[config.mk]
export PLATFORM = sky130hd
export DESIGN_NAME = infix_to_postfix_converter
export DESIGN_NICKNAME = d
export VERILOG_FILES = /design/src/hw/rtl/itp_pkg.sv /design/src/hw/rtl/itp_front.sv /design/src/hw/rtl/itp_queue.sv /design/src/hw/rtl/itp_back.sv /design/src/hw/rtl/infix_to_postfix_converter.sv
export SDC_FILE = /design/constraint.sdc
export NUM_CORES = 1
export LEC_CHECK = 0
export BUFFER_PORTS_ARGS = -buffer_cell sky130_fd_sc_hd__buf_2
export CAP_MARGIN = 25
export CORE_UTILIZATION = 46
export CTS_BUF_LIST = sky130_fd_sc_hd__clkbuf_2 sky130_fd_sc_hd__clkbuf_4 sky130_fd_sc_hd__clkbuf_8
export DETAILED_ROUTE_END_ITERATION = 12
export PLACE_DENSITY = 0.67
export SETUP_SLACK_MARGIN = 0.3
export SYNTH_ARGS = -nofsm -noshare
export SYNTH_HDL_FRONTEND = slang
export SYNTH_HIERARCHICAL = 1
export SYNTH_SLANG_ARGS = --single-unit
[constraint.sdc]
create_clock -name clk -period 3.6 [get_ports clk]
set_clock_uncertainty 0.2 [all_clocks]
set_input_delay 0.18 -clock clk [delete_from_list [all_inputs] [get_ports clk]]
set_output_delay 0.18 -clock clk [all_outputs]
set_load 0.03 [all_outputs]
[src/hw/rtl/itp_pkg.sv]
// ----------------------------------------------------------------------------
// itp_pkg: shared types and constants for the infix to postfix converter
// Character codes, command kinds, back end states and operator helpers.
// ----------------------------------------------------------------------------
package itp_pkg;

    localparam int STACK_DEPTH = 16;
    localparam int STACK_IW    = $clog2(STACK_DEPTH);
    localparam int STACK_CW    = $clog2(STACK_DEPTH + 1);
    localparam int QUEUE_DEPTH = 2;

    localparam logic [7:0] CH_PLUS   = 8'h2B;
    localparam logic [7:0] CH_MINUS  = 8'h2D;
    localparam logic [7:0] CH_STAR   = 8'h2A;
    localparam logic [7:0] CH_SLASH  = 8'h2F;
    localparam logic [7:0] CH_CARET  = 8'h5E;
    localparam logic [7:0] CH_TILDE  = 8'h7E;
    localparam logic [7:0] CH_LPAREN = 8'h28;
    localparam logic [7:0] CH_RPAREN = 8'h29;
    localparam logic [7:0] CH_DOT    = 8'h2E;
    localparam logic [7:0] CH_UPPER_E = 8'h45;
    localparam logic [7:0] CH_LOWER_E = 8'h65;
    localparam logic [7:0] CH_LOWER_P = 8'h70;
    localparam logic [7:0] CH_FUNC_LO = 8'h41;
    localparam logic [7:0] CH_FUNC_HI = 8'h4C;
    localparam logic [7:0] CH_DIGIT_LO = 8'h30;
    localparam logic [7:0] CH_DIGIT_HI = 8'h39;
    localparam logic [7:0] CH_SPACE  = 8'h20;
    localparam logic [7:0] CH_NONE   = 8'h00;

    localparam logic [1:0] ST_OK        = 2'd0;
    localparam logic [1:0] ST_UNMATCHED = 2'd1;
    localparam logic [1:0] ST_OVERFLOW  = 2'd2;

    typedef enum logic [2:0] {
        K_NUM,
        K_PUSH,
        K_OPER,
        K_CLOSE,
        K_OTHER
    } kind_t;

    typedef struct packed {
        logic [7:0] ch;
        kind_t      kind;
        logic       last;
    } cmd_t;

    typedef enum logic [3:0] {
        B_IDLE,
        B_STAT,
        B_NUMCH,
        B_NUM_SP,
        B_ACT,
        B_POP_SP,
        B_ENDCHK,
        B_FLUSH,
        B_FLUSH_SP,
        B_FIN
    } back_state_t;

    function automatic logic is_func(input logic [7:0] c);
        return (c >= CH_FUNC_LO) && (c <= CH_FUNC_HI) && (c != CH_UPPER_E);
    endfunction

    function automatic logic is_oper(input logic [7:0] c);
        return (c == CH_PLUS) || (c == CH_MINUS) || (c == CH_STAR) ||
               (c == CH_SLASH) || (c == CH_CARET) || (c == CH_TILDE);
    endfunction

    function automatic logic [2:0] prio(input logic [7:0] c);
        logic [2:0] p;
        p = 3'd0;
        if ((c == CH_PLUS) || (c == CH_MINUS))
            p = 3'd1;
        else if ((c == CH_STAR) || (c == CH_SLASH))
            p = 3'd2;
        else if (c == CH_CARET)
            p = 3'd3;
        else if (is_func(c))
            p = 3'd4;
        else if (c == CH_TILDE)
            p = 3'd5;
        return p;
    endfunction

endpackage

[src/hw/rtl/itp_front.sv]
// ----------------------------------------------------------------------------
// itp_front: input acceptance and character classification
// Sort each input beat into a command kind and hand it to the queue.
// ----------------------------------------------------------------------------
module itp_front (
    input  logic          s_tvalid,
    output logic          s_tready,
    input  logic [7:0]    s_tdata,   // [7:0] in_char
    input  logic          s_tlast,   // end_of_expr
    output logic          q_valid,
    input  logic          q_ready,
    output itp_pkg::cmd_t q_cmd
);

    logic [7:0]    c;
    logic          num_char;
    itp_pkg::kind_t kind;

    assign c = s_tdata;

    assign num_char = ((c >= itp_pkg::CH_DIGIT_LO) && (c <= itp_pkg::CH_DIGIT_HI)) ||
                      (c == itp_pkg::CH_DOT) || (c == itp_pkg::CH_UPPER_E) ||
                      (c == itp_pkg::CH_LOWER_P) || (c == itp_pkg::CH_LOWER_E);

    always_comb
    begin
        if (num_char)
            kind = itp_pkg::K_NUM;
        else if ((c == itp_pkg::CH_LPAREN) || itp_pkg::is_func(c))
            kind = itp_pkg::K_PUSH;
        else if (itp_pkg::is_oper(c))
            kind = itp_pkg::K_OPER;
        else if (c == itp_pkg::CH_RPAREN)
            kind = itp_pkg::K_CLOSE;
        else
            kind = itp_pkg::K_OTHER;
    end

    assign q_valid    = s_tvalid;
    assign s_tready   = q_ready;
    assign q_cmd.ch   = c;
    assign q_cmd.kind = kind;
    assign q_cmd.last = s_tlast;

endmodule

[src/hw/rtl/itp_queue.sv]
// ----------------------------------------------------------------------------
// itp_queue: short command queue between front and back end
// Two-entry FIFO; lets the front take beats while the back end pops.
// ----------------------------------------------------------------------------
module itp_queue (
    input  logic          clk,
    input  logic          rst_n,
    input  logic          wr_valid,
    output logic          wr_ready,
    input  itp_pkg::cmd_t wr_cmd,
    output logic          rd_valid,
    input  logic          rd_ready,
    output itp_pkg::cmd_t rd_cmd
);

    localparam int PW = $clog2(itp_pkg::QUEUE_DEPTH);
    localparam int CW = $clog2(itp_pkg::QUEUE_DEPTH + 1);

    itp_pkg::cmd_t  entry_reg [itp_pkg::QUEUE_DEPTH];
    logic [PW-1:0]  head_reg, head_next;
    logic [PW-1:0]  tail_reg, tail_next;
    logic [CW-1:0]  fill_reg, fill_next;
    logic           do_wr, do_rd;

    assign wr_ready = (fill_reg != CW'(itp_pkg::QUEUE_DEPTH));
    assign rd_valid = (fill_reg != '0);
    assign rd_cmd   = entry_reg[head_reg];
    assign do_wr    = wr_valid && wr_ready;
    assign do_rd    = rd_valid && rd_ready;

    always_comb
    begin
        head_next = head_reg;
        tail_next = tail_reg;
        fill_next = fill_reg;
        if (do_wr)
            tail_next = (tail_reg == PW'(itp_pkg::QUEUE_DEPTH - 1)) ? '0 : tail_reg + PW'(1);
        if (do_rd)
            head_next = (head_reg == PW'(itp_pkg::QUEUE_DEPTH - 1)) ? '0 : head_reg + PW'(1);
        if (do_wr && !do_rd)
            fill_next = fill_reg + CW'(1);
        else if (do_rd && !do_wr)
            fill_next = fill_reg - CW'(1);
    end

    always_ff @(posedge clk or negedge rst_n)
    begin
        if (!rst_n)
        begin
            head_reg <= '0;
            tail_reg <= '0;
            fill_reg <= '0;
        end
        else
        begin
            head_reg <= head_next;
            tail_reg <= tail_next;
            fill_reg <= fill_next;
        end
    end

    always_ff @(posedge clk)
    begin
        if (do_wr)
            entry_reg[tail_reg] <= wr_cmd;
    end

endmodule

[src/hw/rtl/itp_back.sv]
// ----------------------------------------------------------------------------
// itp_back: operator stack sequencer and output stage
// Carry out queued commands against the operator stack, one command at a time.
// ----------------------------------------------------------------------------
module itp_back (
    input  logic          clk,
    input  logic          rst_n,
    input  logic          q_valid,
    output logic          q_ready,
    input  itp_pkg::cmd_t q_cmd,
    output logic          m_tvalid,
    input  logic          m_tready,
    output logic [7:0]    m_tdata,   // [7:0] out_char
    output logic          m_tlast,   // run_last
    output logic [2:0]    m_tuser    // [1:0] status, [2] expr_done
);

    localparam int IW = itp_pkg::STACK_IW;
    localparam int CW = itp_pkg::STACK_CW;

    itp_pkg::back_state_t state_reg, state_next;
    itp_pkg::cmd_t        cmd_reg, cmd_next;
    logic [1:0]           st_reg, st_next;
    logic [CW-1:0]        count_reg, count_next;
    logic [CW-1:0]        open_reg, open_next;
    logic                 in_num_reg, in_num_next;
    logic                 changed_reg, changed_next;
    logic                 pend_valid_reg, pend_valid_next;
    logic [7:0]           pend_char_reg, pend_char_next;
    logic                 out_valid_reg, out_valid_next;
    logic [7:0]           out_char_reg, out_char_next;
    logic [1:0]           out_status_reg, out_status_next;
    logic                 out_last_reg, out_last_next;
    logic                 out_done_reg, out_done_next;

    logic [7:0]           stack_mem [itp_pkg::STACK_DEPTH];
    logic [7:0]           rd_reg;
    logic [CW-1:0]        count_m1;
    logic [IW-1:0]        rd_addr;

    logic       rd_ok, out_free, emit_ok, full, nonempty, top_open, pop_cond;
    logic       news, fin_go, close_pop;
    logic       emit, do_push, do_pop, open_inc, open_dec, num_set, num_clr;
    logic       load_cmd, load_st, finish;
    logic [7:0] emit_char;
    logic [7:0] top;
    logic [1:0] st_calc;

    assign count_m1  = count_reg - CW'(1);
    assign rd_addr   = count_m1[IW-1:0];
    assign top       = rd_reg;
    assign rd_ok     = !changed_reg;
    assign out_free  = !out_valid_reg || m_tready;
    assign emit_ok   = !pend_valid_reg || out_free;
    assign full      = (count_reg == CW'(itp_pkg::STACK_DEPTH));
    assign nonempty  = (count_reg != '0);
    assign top_open  = (top == itp_pkg::CH_LPAREN);
    assign pop_cond  = nonempty && !top_open &&
                       (itp_pkg::prio(cmd_reg.ch) <= itp_pkg::prio(top));
    assign close_pop = nonempty && !top_open;
    assign news      = (st_reg != itp_pkg::ST_OK) || cmd_reg.last;
    assign fin_go    = out_free || (!pend_valid_reg && !news);

    // status is settled before the first character of the command leaves
    always_comb
    begin
        st_calc = itp_pkg::ST_OK;
        case (cmd_reg.kind)
            itp_pkg::K_PUSH:
                if (full)
                    st_calc = itp_pkg::ST_OVERFLOW;
            itp_pkg::K_OPER:
                if (!pop_cond && full)
                    st_calc = itp_pkg::ST_OVERFLOW;
            itp_pkg::K_CLOSE:
                if (open_reg == '0)
                    st_calc = itp_pkg::ST_UNMATCHED;
            default:
                st_calc = itp_pkg::ST_OK;
        endcase
    end

    // next state
    always_comb
    begin
        state_next = state_reg;
        case (state_reg)
            itp_pkg::B_IDLE:
                if (q_valid)
                    state_next = itp_pkg::B_STAT;
            itp_pkg::B_STAT:
                if (rd_ok)
                begin
                    if (cmd_reg.kind == itp_pkg::K_NUM)
                        state_next = itp_pkg::B_NUMCH;
                    else if (in_num_reg)
                        state_next = itp_pkg::B_NUM_SP;
                    else
                        state_next = itp_pkg::B_ACT;
                end
            itp_pkg::B_NUMCH:
                if (emit_ok)
                    state_next = itp_pkg::B_ENDCHK;
            itp_pkg::B_NUM_SP:
                if (emit_ok)
                    state_next = itp_pkg::B_ACT;
            itp_pkg::B_ACT:
                if (rd_ok)
                begin
                    case (cmd_reg.kind)
                        itp_pkg::K_OPER:
                            if (!pop_cond)
                                state_next = itp_pkg::B_ENDCHK;
                            else if (emit_ok)
                                state_next = itp_pkg::B_POP_SP;
                        itp_pkg::K_CLOSE:
                            if (!close_pop)
                                state_next = itp_pkg::B_ENDCHK;
                            else if (emit_ok)
                                state_next = itp_pkg::B_POP_SP;
                        default:
                            state_next = itp_pkg::B_ENDCHK;
                    endcase
                end
            itp_pkg::B_POP_SP:
                if (emit_ok)
                    state_next = itp_pkg::B_ACT;
            itp_pkg::B_ENDCHK:
                if (!cmd_reg.last)
                    state_next = itp_pkg::B_FIN;
                else if (!in_num_reg || emit_ok)
                    state_next = itp_pkg::B_FLUSH;
            itp_pkg::B_FLUSH:
                if (rd_ok)
                begin
                    if (!nonempty)
                        state_next = itp_pkg::B_FIN;
                    else if (emit_ok)
                        state_next = itp_pkg::B_FLUSH_SP;
                end
            itp_pkg::B_FLUSH_SP:
                if (emit_ok)
                    state_next = itp_pkg::B_FLUSH;
            itp_pkg::B_FIN:
                if (fin_go)
                    state_next = itp_pkg::B_IDLE;
            default:
                state_next = itp_pkg::B_IDLE;
        endcase
    end

    // control outputs of the sequencer
    always_comb
    begin
        q_ready   = 1'b0;
        load_cmd  = 1'b0;
        load_st   = 1'b0;
        emit      = 1'b0;
        emit_char = itp_pkg::CH_SPACE;
        do_push   = 1'b0;
        do_pop    = 1'b0;
        open_inc  = 1'b0;
        open_dec  = 1'b0;
        num_set   = 1'b0;
        num_clr   = 1'b0;
        finish    = 1'b0;
        case (state_reg)
            itp_pkg::B_IDLE:
            begin
                q_ready  = 1'b1;
                load_cmd = q_valid;
            end
            itp_pkg::B_STAT:
                load_st = rd_ok;
            itp_pkg::B_NUMCH:
                if (emit_ok)
                begin
                    emit      = 1'b1;
                    emit_char = cmd_reg.ch;
                    num_set   = 1'b1;
                end
            itp_pkg::B_NUM_SP:
                if (emit_ok)
                begin
                    emit    = 1'b1;
                    num_clr = 1'b1;
                end
            itp_pkg::B_ACT:
                if (rd_ok)
                begin
                    case (cmd_reg.kind)
                        itp_pkg::K_PUSH:
                        begin
                            do_push  = !full;
                            open_inc = !full && (cmd_reg.ch == itp_pkg::CH_LPAREN);
                        end
                        itp_pkg::K_OPER:
                            if (!pop_cond)
                                do_push = !full;
                            else if (emit_ok)
                            begin
                                emit      = 1'b1;
                                emit_char = top;
                                do_pop    = 1'b1;
                            end
                        itp_pkg::K_CLOSE:
                            if (close_pop)
                            begin
                                if (emit_ok)
                                begin
                                    emit      = 1'b1;
                                    emit_char = top;
                                    do_pop    = 1'b1;
                                end
                            end
                            else if (nonempty)
                            begin
                                // drop the matching open parenthesis
                                do_pop   = 1'b1;
                                open_dec = 1'b1;
                            end
                        default:
                            do_push = 1'b0;
                    endcase
                end
            itp_pkg::B_POP_SP:
                emit = emit_ok;
            itp_pkg::B_ENDCHK:
                if (cmd_reg.last && in_num_reg && emit_ok)
                begin
                    emit    = 1'b1;
                    num_clr = 1'b1;
                end
            itp_pkg::B_FLUSH:
                if (rd_ok && nonempty && emit_ok)
                begin
                    emit      = 1'b1;
                    emit_char = top;
                    do_pop    = 1'b1;
                    open_dec  = top_open;
                end
            itp_pkg::B_FLUSH_SP:
                emit = emit_ok;
            itp_pkg::B_FIN:
                finish = fin_go;
            default:
                finish = 1'b0;
        endcase
    end

    // datapath next values
    always_comb
    begin
        cmd_next        = load_cmd ? q_cmd : cmd_reg;
        st_next         = load_st ? st_calc : st_reg;
        count_next      = count_reg;
        if (do_push)
            count_next = count_reg + CW'(1);
        else if (do_pop)
            count_next = count_m1;
        open_next       = open_reg;
        if (open_inc)
            open_next = open_reg + CW'(1);
        else if (open_dec)
            open_next = open_reg - CW'(1);
        in_num_next     = num_set ? 1'b1 : (num_clr ? 1'b0 : in_num_reg);
        changed_next    = do_push || do_pop;

        pend_valid_next = pend_valid_reg;
        pend_char_next  = pend_char_reg;
        if (emit)
        begin
            pend_valid_next = 1'b1;
            pend_char_next  = emit_char;
        end
        else if (finish)
            pend_valid_next = 1'b0;

        out_valid_next  = out_valid_reg && !m_tready;
        out_char_next   = out_char_reg;
        out_status_next = out_status_reg;
        out_last_next   = out_last_reg;
        out_done_next   = out_done_reg;
        if (emit && pend_valid_reg)
        begin
            out_valid_next  = 1'b1;
            out_char_next   = pend_char_reg;
            out_status_next = st_reg;
            out_last_next   = 1'b0;
            out_done_next   = 1'b0;
        end
        else if (finish && (pend_valid_reg || news))
        begin
            out_valid_next  = 1'b1;
            out_char_next   = pend_valid_reg ? pend_char_reg : itp_pkg::CH_NONE;
            out_status_next = st_reg;
            out_last_next   = 1'b1;
            out_done_next   = cmd_reg.last;
        end
    end

    always_ff @(posedge clk or negedge rst_n)
    begin
        if (!rst_n)
        begin
            state_reg      <= itp_pkg::B_IDLE;
            count_reg      <= '0;
            open_reg       <= '0;
            in_num_reg     <= 1'b0;
            changed_reg    <= 1'b0;
            pend_valid_reg <= 1'b0;
            out_valid_reg  <= 1'b0;
        end
        else
        begin
            state_reg      <= state_next;
            count_reg      <= count_next;
            open_reg       <= open_next;
            in_num_reg     <= in_num_next;
            changed_reg    <= changed_next;
            pend_valid_reg <= pend_valid_next;
            out_valid_reg  <= out_valid_next;
        end
    end

    always_ff @(posedge clk)
    begin
        cmd_reg        <= cmd_next;
        st_reg         <= st_next;
        pend_char_reg  <= pend_char_next;
        out_char_reg   <= out_char_next;
        out_status_reg <= out_status_next;
        out_last_reg   <= out_last_next;
        out_done_reg   <= out_done_next;
    end

    // operator stack: write on push, registered read of the top entry
    always_ff @(posedge clk)
    begin
        if (do_push)
            stack_mem[count_reg[IW-1:0]] <= cmd_reg.ch;
        rd_reg <= stack_mem[rd_addr];
    end

    assign m_tvalid = out_valid_reg;
    assign m_tdata  = out_char_reg;
    assign m_tlast  = out_last_reg;
    assign m_tuser  = {out_done_reg, out_status_reg};

endmodule

[src/hw/rtl/infix_to_postfix_converter.sv]
// ----------------------------------------------------------------------------
// infix_to_postfix_converter: streaming shunting-yard converter
// Characters of an infix expression in, postfix characters out.
// ----------------------------------------------------------------------------
// Usage:
//   Slave channel: one infix character per beat on s_tdata, s_tlast on the
//   final character of the expression. Master channel: one postfix
//   character per beat on m_tdata; m_tlast closes the beats caused by one
//   input beat, m_tuser carries the status code and the end-of-expression
//   flag. A beat with out_char 0 reports status or end when nothing else
//   would be sent.
//   Each input beat passes through the sequencer states, with an extra
//   space when it closes a number, a character and then a space for each
//   operator popped off the stack, and the end-of-expression flush; the
//   operator stack sequencer in the back end sets the pace and runs one
//   command at a time.
//   A two-beat command queue lets the front take input while the back
//   end pops.
//   Reset empties the stack, the queue and the output stage; the stack
//   memory itself is not cleared and its contents are never used before written.
//   When m_tready is low the output register holds its beat, one more
//   character waits in the pending stage, then the sequencer stalls and
//   the queue fills until s_tready drops.
// ----------------------------------------------------------------------------
module infix_to_postfix_converter (
    input  logic       clk,
    input  logic       rst_n,
    input  logic       s_tvalid,
    output logic       s_tready,
    input  logic [7:0] s_tdata,   // [7:0] in_char
    input  logic       s_tlast,   // end_of_expr
    output logic       m_tvalid,
    input  logic       m_tready,
    output logic [7:0] m_tdata,   // [7:0] out_char
    output logic       m_tlast,   // run_last
    output logic [2:0] m_tuser    // [1:0] status, [2] expr_done
);

    // classified commands from the front into the queue
    logic          fq_valid, fq_ready;
    itp_pkg::cmd_t fq_cmd;

    // commands from the queue into the back end
    logic          qb_valid, qb_ready;
    itp_pkg::cmd_t qb_cmd;

    itp_front u_front (
        .s_tvalid (s_tvalid),
        .s_tready (s_tready),
        .s_tdata  (s_tdata),
        .s_tlast  (s_tlast),
        .q_valid  (fq_valid),
        .q_ready  (fq_ready),
        .q_cmd    (fq_cmd)
    );

    itp_queue u_queue (
        .clk      (clk),
        .rst_n    (rst_n),
        .wr_valid (fq_valid),
        .wr_ready (fq_ready),
        .wr_cmd   (fq_cmd),
        .rd_valid (qb_valid),
        .rd_ready (qb_ready),
        .rd_cmd   (qb_cmd)
    );

    // hold the stack and run one command at a time
    itp_back u_back (
        .clk      (clk),
        .rst_n    (rst_n),
        .q_valid  (qb_valid),
        .q_ready  (qb_ready),
        .q_cmd    (qb_cmd),
        .m_tvalid (m_tvalid),
        .m_tready (m_tready),
        .m_tdata  (m_tdata),
        .m_tlast  (m_tlast),
        .m_tuser  (m_tuser)
    );

endmodule
==> results <==
- The worst path uses 90.12% of the clock period.
- The post-synthesis cell count is 581.
- The timing startpoint of the critical path is u_back/rd_reg[4].
- In the final routed layout, each cell accounts on average for 19.75 um.
- TritonCTS created 36 clock buffers.
- The starting utilization of the core area is 46.92%.
- The flow ran to the end, and the final reports show no timing, DRC or antenna violations.
- In this run, synthesis inferred 184 flip-flops with an integrated enable.
- Setup repair after global routing left no endpoint under its margin.
- The worst reg-to-reg setup slack is 0.36 ns.
- The top cell type by total area after synthesis is sky130_fd_sc_hd__edfxtp_1.
- The number of global-route vias before repair is 5327.
- The accumulated negative setup slack is 0 ns.
- Cells with a size suffix above 1 make up 36.64% of the layout.
- The remaining antenna violation count is 0.
- The global-route wire length before repair is 30000 um.
- The number of antenna violations at the first check in global routing came to 0.
- The overall die width is 145.4 um.
- The slowest stage of the critical path is the sky130_fd_sc_hd__ha_1 cell.
- Clock latency on the worst-skew pair, taken at its later pin, is 0.52 ns.
- Wires add up to 19080 um.
- The final setup violation count is 0.
- On the worst path, the slowest cell contributes a delay of 0.38 ns.
- At the placement stage, the worst setup path has a slack of 0.09364 ns.
- The shortest clock period the worst path allows after layout is 3.244 ns.
- The maximum number of pins on one net before global-route repair is 37.
- In this run the critical register-to-register path is launched from u_back/rd_reg[4].
- The power per standard cell area is 800.7 nW/um^2.
- For the worst setup path, the data required time is 3.79 ns.
- The instance area after placement is 10120 um^2.
- The dominant synthesized flop cell is sky130_fd_sc_hd__edfxtp_1.
- Headroom to the max-slew limit came out at 41.00%.
- The total global routing overflow is 0.
- After legalization and detailed placement, the total HPWL measured 12340 um.
- The count of port buffers added during placement is 26.
- Yosys attributes the largest share of cell area to sky130_fd_sc_hd__edfxtp_1 58%, sky130_fd_sc_hd__mux4_2 9.5%, sky130_fd_sc_hd__dfrtp_1 5.8%.
- For this run, the number of Yosys warnings is 6.
- Based on the critical path, the design can be clocked at up to 308.2 MHz.
- By count the netlist is led by 184 x sky130_fd_sc_hd__edfxtp_1, 40 x sky130_fd_sc_hd__mux4_2, 32 x sky130_fd_sc_hd__nor2_1.
- The worst register-to-register path ends at u_back/count_reg[0].
- The count of final hold-check violations is 0.
- The share of the core filled with cells is 56.29%.
- In the final design database the tool counted 695 nets.
- Setup slack on the critical path of the routed design comes to 0.3557 ns.
- The routability-driven placement congestion ratio is 0.8509.
- The fraction of the yosys area taken by sequential cells is 66.32%.
- The area enclosed by the die boundary is 21150 um^2.
- The number of maximum-capacitance constraint violations is 0.
- Global routing used 18.46% of the available tracks across all layers.
- The highest fanout seen on the critical path is 5.
- The transition time at the pin with the least slew margin is 0.8786 ns.
- For this design the static power due to leakage is 0.003928 uW.
- The summed area of non-filler cells in the final layout is 11350 um^2.
- Counting cells, the worst reg-to-reg path comes to 11.
- The critical path goes through nor4bb_4 > nor2b_4 > a32oi_1 > ha_1 > a211oi_4 > buf_4 > o211a_4 > nor2_4 > buf_4 > or2_2 > xnor2_1.
- Clock-pin slew was measured on the worst setup and hold paths at 0.06 ns.
- The type of element capturing the critical path is a register.
- The buffer depth of the longest clock path is 3.
- In the synthesized netlist the async set-or-reset flop fraction comes to 10.19%.
- The area growth from synthesis to layout is 19.98%.
- In this run, distinct cell masters in the synthesized netlist total 78.
- The cell area that synthesis handed to floorplanning was 9463 um^2.
- The average cell area after synthesis is 16.29 um^2.
- The die is 145.4 um tall.
- The first detailed-routing pass took 7 iterations.
- 0 antenna diodes ended up in the layout.
- The synthesized design contains 216 register bits.
- 27 I/O pins were placed.
- The detailed-route DRC error count is 0.
- The register with the most flip-flops in the layout has 128 of them.
- The data arrival at the endpoint of the critical path is 3.43 ns.
- The critical path crosses 11 cells after its start point.
- The cell type with the highest occurrence count on the critical path is sky130_fd_sc_hd__buf_4.
- The category of the most critical setup path is register to register.
- The cell at the root of the clock tree is sky130_fd_sc_hd__clkbuf_8.
- The first routing iteration left 396 violations.
- The capturing instance or port of the critical path is u_back/count_reg[0].
- TritonCTS built the clock tree.
- Using the TritonRoute via totals, the vias-per-cell ratio works out to 5.610.
- The worst setup path is launched from a register.
- The core region is 20170 um^2.
- In this run the worst hold path is classified as input port to register.
- The cell family with the largest share of critical-path delay is simple AND/OR/NAND/NOR gates.
- The number of pins exceeding their max-slew limit in the final report is 0.
- The routed layout has 5419 vias.
- After layout, the design draws a total of 9090 uW.
- The number of levels in the clock H-tree is 2.
- The critical path buffer and inverter count is 2.
- The peak ir drop on the vdd network is 0.3730 mV.
- The number of nets produced by synthesis is 607.
- The floorplan has 52 rows.
- The clock net in this run drives a total of 216 sinks.
- By instance count, the leading cell after synthesis is sky130_fd_sc_hd__edfxtp_1.
- Of the post-synthesis cell area, the dominant cell type holds 58.39%.
- The number of filler cells placed in the layout is 1580.
## cell families (layout without fill, tap and decap cells)
family	count (synthesis)	count (layout)	synth area share, %
AOI/OAI and AO/OA	78	78	6.188
xor gates and xnor gates	21	21	1.944
adders and majority gates	13	13	1.798
buffers and inverters	46	160	2.499
DFF	216	216	66.32
muxes	60	60	11.90
and+or+nand+nor	147	148	9.348
## worst min path at each step
| stage | from | to | slack [ns] | depth (start not counted) |
|---|---|---|---|---|
| 2_1_floorplan | rst_n | u_back/changed_reg | -0.32 | 0 |
| 3_3_place_gp | rst_n | u_back/state_reg[3] | -0.01 | 1 |
| 3_5_place_dp | rst_n | u_back/state_reg[3] | -0.007 | 1 |
| 4_1_cts | s_tlast | u_queue/entry_reg[0][0] | 0.18 | 2 |
| 5_1_grt | s_tlast | u_queue/entry_reg[1][0] | 0.19 | 2 |
| 6_report | s_tlast | u_queue/entry_reg[0][0] | 0.21 | 2 |
## metrics by stage
step | hold WS, ns | instances
finish | 0.2109 | 966
global placement | -0.01330 | 869
CTS | 0.1799 | 952
global route | 0.1881 | 966
floorplan | -0.3156 | 581
detailed placement | -0.006690 | 869
## final cells by class
class	count	area, um^2	share of cell area (%)
clock buffer	56	683.2	6.017
clock inverter	9	45.04	0.3967
inverter	10	37.54	0.3306
multi-input combinational	320	3258	28.70
sequential	216	6285	55.36
tap	270	337.8	2.976
timing repair buffer	85	706.9	6.227
## power breakdown
group | leakage [uW] | switching, uW | internal (uW) | total, uW
logic | 0.00152 | 1840 | 1510 | 3350
clock network | 0.000387 | 926 | 1210 | 2140
registers | 0.00202 | 289 | 3310 | 3600
total | 0.00393 | 3060 | 6030 | 9090
## cells in the final DEF, fill, tap and decap left out, drive strengths merged, types with 4 or more instances in the layout
cell type    Yosys  final
ha              12     12
mux2            20     20
or2              5      5
clkbuf          16     56
nand2b          11     12
nor4            10     10
nor2b            7      7
o21ai           16     16
dfrtp           22     22
dlygate4sd3      0     13
a21oi           17     17
a22o             7      7
nor2            33     33
nand3            6      6
edfxtp         184    184
nand3b           6      6
buf             20     72
nor3            13     13
xnor2           15     15
a21o             4      4
and2            11     11
dfxtp           10     10
mux4            40     40
xor2             6      6
nand2           21     21
nor4b            4      4
inv             10     11
clkinv           0      7
## layer usage
metal  wire [um]  track usage (%)  part of all wire, %
met1        8298            25.40                   43
met2        9343            29.06                   49
met3         952            4.044                  5.0
met4         484            6.789                  2.5
met5           0                0                    0
## timing repair
item	CTS	global route
pin swaps	5	22
endpoints found under the setup margin	130	141
buffers inserted	5	11
gates cloned	0	1
hold endpoints to repair	47	0
resized for setup	2	31
hold buffers	13	0
(Power assumes the default switching activity.)
